`src/design/psju_pkg.sv`:
```
// Shared types, codes and constants of the skip, jump and compare unit.
`default_nettype none
package psju_pkg;

  localparam int unsigned WordW = 36;
  localparam int unsigned AddrW = 18;

  // Instruction class codes (opcode bits 5:3).
  localparam logic [2:0] MODE_CAI  = 3'd0;
  localparam logic [2:0] MODE_CAM  = 3'd1;
  localparam logic [2:0] MODE_JUMP = 3'd2;
  localparam logic [2:0] MODE_SKIP = 3'd3;
  localparam logic [2:0] MODE_AOJ  = 3'd4;
  localparam logic [2:0] MODE_AOS  = 3'd5;
  localparam logic [2:0] MODE_SOJ  = 3'd6;
  localparam logic [2:0] MODE_SOS  = 3'd7;

  // Condition codes (opcode bits 2:0).
  localparam logic [2:0] COND_NEVER  = 3'd0;
  localparam logic [2:0] COND_L      = 3'd1;
  localparam logic [2:0] COND_E      = 3'd2;
  localparam logic [2:0] COND_LE     = 3'd3;
  localparam logic [2:0] COND_ALWAYS = 3'd4;
  localparam logic [2:0] COND_GE     = 3'd5;
  localparam logic [2:0] COND_N      = 3'd6;
  localparam logic [2:0] COND_G      = 3'd7;

  // Program counter actions.
  localparam logic [1:0] PC_NONE = 2'd0;
  localparam logic [1:0] PC_JUMP = 2'd1;
  localparam logic [1:0] PC_SKIP = 2'd2;

  // Flag bit positions.
  localparam int unsigned FlagOvf  = 0;
  localparam int unsigned FlagCry0 = 1;
  localparam int unsigned FlagCry1 = 2;
  localparam int unsigned FlagTrp1 = 3;

  localparam logic [WordW-1:0] WordMaxPos = 36'o377777777777;
  localparam logic [WordW-1:0] WordSign   = 36'o400000000000;
  localparam logic [WordW-1:0] WordOnes   = 36'o777777777777;

  typedef struct packed {
    logic [2:0]       mode;
    logic [2:0]       condition;
    logic [3:0]       ac_number;
    logic [WordW-1:0] ac_word;
    logic [WordW-1:0] mem_word;
    logic [AddrW-1:0] eff_addr;
    logic [AddrW-1:0] prog_counter;
  } in_item_t;

  typedef struct packed {
    logic [WordW-1:0] result_word;
    logic             write_ac;
    logic             write_mem;
    logic [1:0]       pc_action;
    logic [AddrW-1:0] next_pc;
    logic [3:0]       flags_set;
  } out_item_t;

  // After the arithmetic stage: operands ready for the compare.
  typedef struct packed {
    logic [2:0]       condition;
    logic             is_jump;
    logic             write_ac;
    logic             write_mem;
    logic [WordW-1:0] result_word;
    logic [WordW-1:0] lhs;
    logic [WordW-1:0] rhs;
    logic [AddrW-1:0] eff_addr;
    logic [AddrW-1:0] skip_pc;
    logic [3:0]       flags_set;
  } arith_t;

  // After the compare stage: relation bits in place of the operands.
  typedef struct packed {
    logic [2:0]       condition;
    logic             is_jump;
    logic             write_ac;
    logic             write_mem;
    logic [WordW-1:0] result_word;
    logic             less;
    logic             equal;
    logic [AddrW-1:0] eff_addr;
    logic [AddrW-1:0] skip_pc;
    logic [3:0]       flags_set;
  } cmp_t;

endpackage
`default_nettype wire

```
`src/design/pdp10_skip_jump_unit.sv`:
```
// Top level of the skip, jump and compare execution unit.
// Items pass the arith and cmp registers to the output register. Throughput: one item per
// cycle unless the output stalls; the stages are the 36-bit add, the 36-bit compare and the
// condition and PC select. Each stage stalls only when it holds an item that cannot move.
// Reset clears the stage valid bits asynchronously; the payload registers are not reset.
`default_nettype none
module pdp10_skip_jump_unit (
  input  wire logic              clk_i,
  input  wire logic              rst_ni,
  input  wire logic              in_valid_i,
  output logic                   in_stall_o,
  input  wire psju_pkg::in_item_t in_item_i,
  output logic                   out_valid_o,
  input  wire logic              out_stall_i,
  output psju_pkg::out_item_t    out_item_o
);

  // Every stage register has its own valid bit, so a bubble inside the pipe is
  // squeezed out while the output is stalled: a stage holds only when it is
  // full and the stage after it holds too.
  logic              arith_valid, arith_stall;
  psju_pkg::arith_t  arith_item;
  logic              cmp_valid, cmp_stall;
  psju_pkg::cmp_t    cmp_item;

  // Stage one decodes the class, runs the shared +1/-1 adder, derives the
  // flags and picks the operand pair that the compare will use.
  psju_arith u_arith (
    .clk_i   (clk_i),
    .rst_ni  (rst_ni),
    .valid_i (in_valid_i),
    .stall_o (in_stall_o),
    .item_i  (in_item_i),
    .valid_o (arith_valid),
    .stall_i (arith_stall),
    .item_o  (arith_item)
  );

  // Stage two reduces the two 36-bit operands to less-than and equal bits.
  psju_cmp u_cmp (
    .clk_i   (clk_i),
    .rst_ni  (rst_ni),
    .valid_i (arith_valid),
    .stall_o (arith_stall),
    .item_i  (arith_item),
    .valid_o (cmp_valid),
    .stall_i (cmp_stall),
    .item_o  (cmp_item)
  );

  // Stage three tests the condition and chooses between jump to E and skip
  // to PC+2; its register is the output register of the unit.
  psju_resolve u_resolve (
    .clk_i   (clk_i),
    .rst_ni  (rst_ni),
    .valid_i (cmp_valid),
    .stall_o (cmp_stall),
    .item_i  (cmp_item),
    .valid_o (out_valid_o),
    .stall_i (out_stall_i),
    .item_o  (out_item_o)
  );

  // Memory-updating classes never jump.
  a_mem_no_jump : assert property (@(posedge clk_i) disable iff (!rst_ni)
    out_valid_o && out_item_o.write_mem |-> out_item_o.pc_action != psju_pkg::PC_JUMP)
    else $error("memory write paired with a jump");

  // With no PC change the new PC field reads zero.
  a_idle_pc_zero : assert property (@(posedge clk_i) disable iff (!rst_ni)
    out_valid_o && (out_item_o.pc_action == psju_pkg::PC_NONE) |-> out_item_o.next_pc == '0)
    else $error("next PC set without a PC action");

  // Overflow always comes with trap one.
  a_ovf_trap : assert property (@(posedge clk_i) disable iff (!rst_ni)
    out_valid_o && out_item_o.flags_set[psju_pkg::FlagOvf]
      |-> out_item_o.flags_set[psju_pkg::FlagTrp1])
    else $error("overflow without trap one");

  // A full output stage that is stalled backs the stall up to the input
  // only when the middle stages are full as well.
  a_stall_chain : assert property (@(posedge clk_i) disable iff (!rst_ni)
    in_stall_o |-> arith_valid && cmp_valid && out_valid_o && out_stall_i)
    else $error("input stalled while the pipe had room");

endmodule
`default_nettype wire

```
`src/design/psju_arith.sv`:
```
// First stage: class decode, increment or decrement, flags and operand select.
`default_nettype none
module psju_arith (
  input  wire logic              clk_i,
  input  wire logic              rst_ni,
  input  wire logic              valid_i,
  output logic                   stall_o,
  input  wire psju_pkg::in_item_t item_i,
  output logic                   valid_o,
  input  wire logic              stall_i,
  output psju_pkg::arith_t       item_o
);

  logic              valid_q;
  psju_pkg::arith_t  data_d, data_q;
  logic              is_dec;
  logic              use_mem;
  logic [psju_pkg::WordW-1:0] src;
  logic [psju_pkg::WordW-1:0] sum;
  logic [3:0]        flags;

  assign is_dec  = (item_i.mode == psju_pkg::MODE_SOJ) || (item_i.mode == psju_pkg::MODE_SOS);
  assign use_mem = (item_i.mode == psju_pkg::MODE_AOS) || (item_i.mode == psju_pkg::MODE_SOS);
  assign src     = use_mem ? item_i.mem_word : item_i.ac_word;
  assign sum     = src + (is_dec ? psju_pkg::WordOnes : psju_pkg::WordW'(1));

  always_comb begin
    flags = 4'b0000;
    if (is_dec) begin
      if (src == psju_pkg::WordSign) begin
        flags[psju_pkg::FlagOvf]  = 1'b1;
        flags[psju_pkg::FlagCry0] = 1'b1;
        flags[psju_pkg::FlagTrp1] = 1'b1;
      end else if (src != '0) begin
        flags[psju_pkg::FlagCry0] = 1'b1;
        flags[psju_pkg::FlagCry1] = 1'b1;
      end
    end else begin
      if (src == psju_pkg::WordMaxPos) begin
        flags[psju_pkg::FlagOvf]  = 1'b1;
        flags[psju_pkg::FlagCry1] = 1'b1;
        flags[psju_pkg::FlagTrp1] = 1'b1;
      end else if (src == psju_pkg::WordOnes) begin
        flags[psju_pkg::FlagCry0] = 1'b1;
        flags[psju_pkg::FlagCry1] = 1'b1;
      end
    end
  end

  always_comb begin
    data_d             = '0;
    data_d.condition   = item_i.condition;
    data_d.eff_addr    = item_i.eff_addr;
    data_d.skip_pc     = item_i.prog_counter + psju_pkg::AddrW'(2);
    case (item_i.mode)
      psju_pkg::MODE_CAI: begin
        data_d.lhs = item_i.ac_word;
        data_d.rhs = {{(psju_pkg::WordW - psju_pkg::AddrW){1'b0}}, item_i.eff_addr};
      end
      psju_pkg::MODE_CAM: begin
        data_d.lhs = item_i.ac_word;
        data_d.rhs = item_i.mem_word;
      end
      psju_pkg::MODE_JUMP: begin
        data_d.lhs     = item_i.ac_word;
        data_d.is_jump = 1'b1;
      end
      psju_pkg::MODE_SKIP: begin
        data_d.result_word = item_i.mem_word;
        data_d.lhs         = item_i.mem_word;
        data_d.write_ac    = item_i.ac_number != '0;
      end
      psju_pkg::MODE_AOJ, psju_pkg::MODE_SOJ: begin
        data_d.result_word = sum;
        data_d.lhs         = sum;
        data_d.write_ac    = 1'b1;
        data_d.is_jump     = 1'b1;
        data_d.flags_set   = flags;
      end
      default: begin
        // AOS and SOS update memory and optionally copy to the AC.
        data_d.result_word = sum;
        data_d.lhs         = sum;
        data_d.write_mem   = 1'b1;
        data_d.write_ac    = item_i.ac_number != '0;
        data_d.flags_set   = flags;
      end
    endcase
  end

  assign stall_o = valid_q & stall_i;

  always_ff @(posedge clk_i or negedge rst_ni) begin
    if (!rst_ni) begin
      valid_q <= 1'b0;
    end else if (!stall_o) begin
      valid_q <= valid_i;
    end
  end

  always_ff @(posedge clk_i) begin
    if (!stall_o && valid_i) begin
      data_q <= data_d;
    end
  end

  assign valid_o = valid_q;
  assign item_o  = data_q;

  a_accept_fills : assert property (@(posedge clk_i) disable iff (!rst_ni)
    valid_i && !stall_o |=> valid_o)
    else $error("accepted item did not reach the arithmetic register");

endmodule
`default_nettype wire

```
`src/design/psju_cmp.sv`:
```
// Second stage: signed 36-bit compare of the selected operands.
`default_nettype none
module psju_cmp (
  input  wire logic              clk_i,
  input  wire logic              rst_ni,
  input  wire logic              valid_i,
  output logic                   stall_o,
  input  wire psju_pkg::arith_t  item_i,
  output logic                   valid_o,
  input  wire logic              stall_i,
  output psju_pkg::cmp_t         item_o
);

  logic            valid_q;
  psju_pkg::cmp_t  data_d, data_q;

  always_comb begin
    data_d.condition   = item_i.condition;
    data_d.is_jump     = item_i.is_jump;
    data_d.write_ac    = item_i.write_ac;
    data_d.write_mem   = item_i.write_mem;
    data_d.result_word = item_i.result_word;
    data_d.less        = $signed(item_i.lhs) < $signed(item_i.rhs);
    data_d.equal       = item_i.lhs == item_i.rhs;
    data_d.eff_addr    = item_i.eff_addr;
    data_d.skip_pc     = item_i.skip_pc;
    data_d.flags_set   = item_i.flags_set;
  end

  assign stall_o = valid_q & stall_i;

  always_ff @(posedge clk_i or negedge rst_ni) begin
    if (!rst_ni) begin
      valid_q <= 1'b0;
    end else if (!stall_o) begin
      valid_q <= valid_i;
    end
  end

  always_ff @(posedge clk_i) begin
    if (!stall_o && valid_i) begin
      data_q <= data_d;
    end
  end

  assign valid_o = valid_q;
  assign item_o  = data_q;

endmodule
`default_nettype wire

```
`src/design/psju_resolve.sv`:
```
// Third stage: condition test and program counter decision, output register.
`default_nettype none
module psju_resolve (
  input  wire logic              clk_i,
  input  wire logic              rst_ni,
  input  wire logic              valid_i,
  output logic                   stall_o,
  input  wire psju_pkg::cmp_t    item_i,
  output logic                   valid_o,
  input  wire logic              stall_i,
  output psju_pkg::out_item_t    item_o
);

  logic                 valid_q;
  psju_pkg::out_item_t  data_d, data_q;
  logic                 taken;

  always_comb begin
    case (item_i.condition)
      psju_pkg::COND_L:      taken = item_i.less;
      psju_pkg::COND_E:      taken = item_i.equal;
      psju_pkg::COND_LE:     taken = item_i.less | item_i.equal;
      psju_pkg::COND_ALWAYS: taken = 1'b1;
      psju_pkg::COND_GE:     taken = ~item_i.less;
      psju_pkg::COND_N:      taken = ~item_i.equal;
      psju_pkg::COND_G:      taken = ~(item_i.less | item_i.equal);
      default:               taken = 1'b0;
    endcase
  end

  always_comb begin
    data_d.result_word = item_i.result_word;
    data_d.write_ac    = item_i.write_ac;
    data_d.write_mem   = item_i.write_mem;
    data_d.flags_set   = item_i.flags_set;
    data_d.pc_action   = psju_pkg::PC_NONE;
    data_d.next_pc     = '0;
    if (taken) begin
      if (item_i.is_jump) begin
        data_d.pc_action = psju_pkg::PC_JUMP;
        data_d.next_pc   = item_i.eff_addr;
      end else begin
        data_d.pc_action = psju_pkg::PC_SKIP;
        data_d.next_pc   = item_i.skip_pc;
      end
    end
  end

  assign stall_o = valid_q & stall_i;

  always_ff @(posedge clk_i or negedge rst_ni) begin
    if (!rst_ni) begin
      valid_q <= 1'b0;
    end else if (!stall_o) begin
      valid_q <= valid_i;
    end
  end

  always_ff @(posedge clk_i) begin
    if (!stall_o && valid_i) begin
      data_q <= data_d;
    end
  end

  assign valid_o = valid_q;
  assign item_o  = data_q;

endmodule
`default_nettype wire

```
`config.mk`:
```
export PLATFORM = sky130hd
export DESIGN_NAME = pdp10_skip_jump_unit
export DESIGN_NICKNAME = d
export VERILOG_FILES = /design/src/design/psju_pkg.sv /design/src/design/pdp10_skip_jump_unit.sv /design/src/design/psju_arith.sv /design/src/design/psju_cmp.sv /design/src/design/psju_resolve.sv
export SDC_FILE = /design/constraint.sdc
export NUM_CORES = 1
export LEC_CHECK = 0
export ABC_CLOCK_PERIOD_IN_PS = 17100
export BUFFER_PORTS_ARGS = -buffer_cell sky130_fd_sc_hd__buf_2
export CORE_MARGIN = 3
export CORE_UTILIZATION = 25
export CTS_BUF_LIST = sky130_fd_sc_hd__clkbuf_16
export DETAILED_ROUTE_END_ITERATION = 12
export PLACE_DENSITY_LB_ADDON = 0.05
export SLEW_MARGIN = 20
export SYNTH_ARGS = -nofsm -noshare
export SYNTH_HDL_FRONTEND = slang
export SYNTH_SLANG_ARGS = --single-unit
```
`constraint.sdc`:
```
create_clock -name clk_i -period 17.1 [get_ports clk_i]
set_input_delay 1.71 -clock clk_i [delete_from_list [all_inputs] [get_ports clk_i]]
set_output_delay 1.71 -clock clk_i [all_outputs]
set_load 0.02 [all_outputs]
```
After elaboration in Yosys (flattened, before gate mapping)
Index checks and enable logic that the tools add are counted.

storage, ports and cells
  logic and storage cells = 92
  bits in registers = 303
  input port bits = 122
  output and inout port bits = 64

cells by class
  muxes and demuxes = 19
  bitwise gates (word level) = 7
  equality and inequality tests = 18
  $add $sub $neg = 2
  reductions and logical operators = 16
  magnitude comparators = 1

operators with widths
  cell                   count
  $pmux 36 s2            3
  $eq 36x36->1 const B   2
  $mux 36                2
  $add 36x36->36         1
  $eq 36x35->1 const B   1
  $eq 36x36->1           1
  $lt 36x36->1           1
  $reduce_bool 36->1     1
  $eq 3x3->1 const B     8
  $mux 20                1
  $add 18x2->18 const B  1
  $eq 3x2->1 const B     4
  $mux 1                 8
  $pmux 1 s7             1
  $eq 3x1->1 const B     2
  $reduce_or 3->1        2
  $reduce_or 6->1        1
  $mux 2                 2
  $mux 4                 1
  $reduce_bool 4->1      1
  $reduce_or 4->1        1
  $and 1x1->1            3
  $logic_and 1x1->1      3
  $logic_not 1->1        3
  other kinds (6)        9

Logic depth before layout (Yosys ltp)
  depth after elaboration = 7
  mapped depth = 21
  depth with buffers taken out = 14

Cells and area by module
From an unflattened synthesis, not the netlist that was laid out.

second synthesis, totals
  cells, all modules = 1376
  area total of the unflattened synthesis = 15919.0 um2

modules (own cells, without submodules)
  module        sequential area each (um2)  cells an instance  area each (um2)  instances
  psju_arith    4619.4                      1050               10214.8          1
  psju_cmp      2547.4                      215                3478.3           1
  psju_resolve  1886.8                      111                2225.9           1

Worst setup path before layout
No wires, ideal clock.

  path type = input port to flip-flop
  start point = in out_stall_i
  end point = reg u_resolve.data_q, in the netlist u_resolve.item_o[0] (enable)
  slack = 10390 ps
  stages = 1
  library setup time = 573 ps
  buffers on the path = 0
  required time = 16527 ps
  arrival time = 6137 ps
  path through = a21boi_0

between the ends
  longest elaborated chain between the ends = 3

ends and longest elaborated chain
  element               RTL line                    source
  from (decl)           pdp10_skip_jump_unit.sv:14  input wire logic out_stall_i,
  $and 1x1->1           psju_resolve.sv:49          assign stall_o = valid_q & stall_i;
  $logic_not 1->1       n/a
  $logic_and 1x1->1     psju_resolve.sv:60          if (!stall_o && valid_i) begin
  to (signal assigned)  psju_resolve.sv:61          data_q <= data_d;
  to (decl)             psju_resolve.sv:15          psju_pkg::out_item_t data_d, data_q;

Every way passes these cells.
A chain may end at the register's enable or synchronous reset.

==> run_results.csv <==
group,metric,value,unit
run_status,status,"completed",
placed_design,place_ws,10.47,ns
setup_path,cp.required,17.41,ns
timing,layout_min_cycle_time,6.17,ns
yosys,async_flop_share,1.00,%
yosys,syn_inst,1386,
setup_path,reg2reg_depth,4,
setup_path,arrival,6.48,ns
hold_path,holdPathStages,0,
yosys,ys_seq_area_share,56.1,%
setup_path,cpPeakStageDelay,0.57,ns
floorplanning,fp.dieW,259,um
yosys,synthTopCellsByArea,"edfxtp_1 (56%), ha_1 (3.4%), nand2_1 (3.0%)",
power,peakVddDrop,51.7,uV
cts,cts_hold_buf,0,
detailed_routing,drt-total-wl,59.1,mm
power,seq_power_share,44.1,%
cts,cts_tree,"built",
hold_path,hold_path.class,"reg -> reg",
detailed_routing,drc,0,
cells_and_area,drive_gt1_share,19.5,%
floorplanning,pin_count,186,
yosys,ys_types,93,
floorplanning,die_h,259,um
timing,tns,0,ns
cts,postCtsSetupRepairBufs,0,
cells_and_area,final_nets,1717,
yosys,syn_avg_cell_area,11.6,um^2
setup_path,path_class,"in -> reg",
timing,rsz0062_at_grt,"no",
cells_and_area,area_growth,19.0,%
power,p_comb_share,16.8,%
cells_and_area,multi_input_area,0.00643,mm^2
placed_design,place_congestion,0.867,
yosys,ys_ff_latch,300,
detailed_routing,antenna_left,0,
timing,finalMaxSlewViolations,0,
cells_and_area,seq_area,0.00899,mm^2
setup_path,cp_max_fo,58,
detailed_routing,drtPass1Iterations,6,
cts,clk_latency,0.56,ns
cts,clock_sinks,300,
yosys,ys_warn_count,0,
cts,cts.clk_slew.worst_paths,0.06,ns
timing,fin_ws,10.93,ns
global_route,grt_max_degree,72,
detailed_routing,via_per_inst,4.93,
power,switchingPower,0.587,mW
floorplanning,rows,92,
placed_design,portBuffers,185,
setup_path,crit_chain,"buf_4 > nand2_2 > inv_2 > buf_4 > ha_1 > nand2_1 > o31ai_1 > a31oi_1 > a211oi_1 > or2_1 > a31oi_1 > xnor2_1 > a21o_1",
global_route,grt_pass1_wl,85.6,mm
cts,htree_num_levels,2,
detailed_routing,topRoutingLayerUsed,"met5",
setup_path,end_kind,"flop",
cts,cts_buffer_depth,3,
placed_design,dp_hpwl,42.5,mm
floorplanning,core,0.0633,mm^2
cts,cts_made_buffers,37,
timing,clock.fmax,162,MHz
global_route,grt_util_all_layers,17.3,%
detailed_routing,wl_per_cell,24.4,um
timing,worst_pin_slew,1.08,ns
global_route,antenna_found_initial,2,
global_route,grt_pass1_vias,11961,
detailed_routing,wl_met2,26.0,mm
power,switching_share,28.0,%
detailed_routing,drtIter0Drc,1079,
timing,slew-limit-headroom,28.0,%
job,maxCapViolCount,0,
floorplanning,start_util,25.3,%
detailed_routing,num_vias,11953,
timing,final_hold_viol_count,0,
setup_path,worst_setup_path_start_kind,"input pin",
yosys,synth_flop_cell,"edfxtp_1",
detailed_routing,drt-met1-wl,28.4,mm
yosys,yosysTopAreaCell,"edfxtp_1",
timing,hold_slack,0.412,ns
timing,clock_skew,0.0204,ns
yosys,synth_area,0.0160,mm^2
power,p_leak,7.44,nW
timing,setup-violations-final,0,
setup_path,crit_slowest_cell,"o31ai_1",
timing,period_share,36.1,%
cells_and_area,fillers,6535,
yosys,yosysTopAreaCellShare,55.6,%
cts,root_buffer,"clkbuf_16",
yosys,synth-edff-count,297,
detailed_routing,wl_met3,3.37,mm
yosys,synth_nets,1552,
global_route,grt_overflow_total,0,
cts,cts_resized,0,
floorplanning,die-area,0.0672,mm^2
power,power_density,110,mW/mm^2
power,pwr-share-clk,39.2,%
power,internal_power,1.51,mW
per-layer routing:
layer,vias to the layer above,GRT usage [%]
met4,2,4.58
li1,5641,-
met1,5897,25.0
met5,-,0
met2,334,26.4
met3,79,3.43
worst paths after layout:
path                                                 end                          start  slack (ns)
min in group asynchronous  u_resolve.valid_o$_DFFE_PN0N_                         rst_ni        0.95
hold reg to reg               u_cmp.item_o[23]$_DFFE_PP_   u_arith.item_o[23]$_DFFE_PP_        0.41
max in group asynchronous      u_cmp.valid_o$_DFFE_PN0N_                         rst_ni       16.04
setup / recovery           u_arith.item_o[106]$_DFFE_PP_                 in_item_i[117]       10.93
setup reg to reg            u_arith.item_o[29]$_DFFE_PP_  u_resolve.valid_o$_DFFE_PN0N_       13.95
hold / removal                u_cmp.item_o[23]$_DFFE_PP_   u_arith.item_o[23]$_DFFE_PP_        0.41
synth_stat cells, types with 14 or more instances:
library cell / count
and2_1: 14
a21o_1: 47
buf_2: 18
o211ai_1: 14
nand3_1: 37
ha_1: 44
xnor2_1: 46
nand4_1: 33
o21ai_0: 48
nor3_1: 18
clkbuf_1: 44
nand2b_1: 21
a211oi_1: 14
a22o_1: 34
a32oi_1: 14
and3_1: 37
mux2i_1: 42
inv_1: 64
edfxtp_1: 297
a21oi_1: 67
nor2_1: 81
nand2_1: 128
registers in the layout (all words and copies together) (netlist names):
name / count
u_resolve.item_o: 61
u_cmp.valid_o: 1
u_cmp.item_o: 83
u_arith.item_o: 153
u_resolve.valid_o: 1
u_arith.valid_o: 1
metrics by stage:
stage               total power, mW  cell area [um^2]  instances  utilization, %
finish                         2.10             19100       2426            30.2
global route                   2.20             19100       2425            30.1
CTS                            2.14             19100       2425            30.1
detailed placement             1.30             17800       2358            28.1
global placement               1.30             17800       2358            28.1
floorplan                      1.15             16000       1386               -
critical path, delay by kind of cell:
family / cells / cell delay [ns]
buffers and inverters: 3 / 1.46
AND/OR/NAND/NOR: 3 / 1.07
XOR/XNOR: 1 / 0.22
AO/OA/AOI/OAI: 5 / 1.63
adder cells (fa/ha/maj): 1 / 0.35
kinds of logic after synthesis:
kind of cell    share of synthesized area [%]
simple gates                             13.4
compound gates                           17.0
flops                                    56.1
buf+inv                                  4.07
xor+xnor                                 2.95
mux                                      2.97
fa+ha+maj                                3.43
power by group through the flow:
stage	logic (mW)	registers [mW]	clock network, mW
5_1_grt	0.387	0.933	0.885
2_1_floorplan	0.192	0.962	0
3_5_place_dp	0.355	0.942	0
4_1_cts	0.357	0.927	0.853
6_report	0.352	0.925	0.822
3_3_place_gp	0.358	0.942	0
cell usage in the layout (no fill, tap or decap), drive strengths merged, types with 20 or more instances in the layout:
master  instances
buf           206
a21oi          69
nand4          33
nand3          37
o21ai          63
and3           38
nor3           20
xnor2          46
nand2         130
nand2b         21
clkbuf         38
a21o           47
ha             44
edfxtp        297
nor2           81
inv            74
mux2i          43
a22o           34
layout make-up:
class / instances / area share, %
Sequential cell: 300 / 47.1
Clock buffer: 38 / 4.98
Antenna cell: 1 / 0.0131
Multi-Input combinational cell: 939 / 33.7
Inverter: 67 / 1.32
Timing Repair Buffer: 206 / 5.70
Clock inverter: 29 / 1.65
Tap cell: 846 / 5.55
Power figures use the tool's default switching activity.
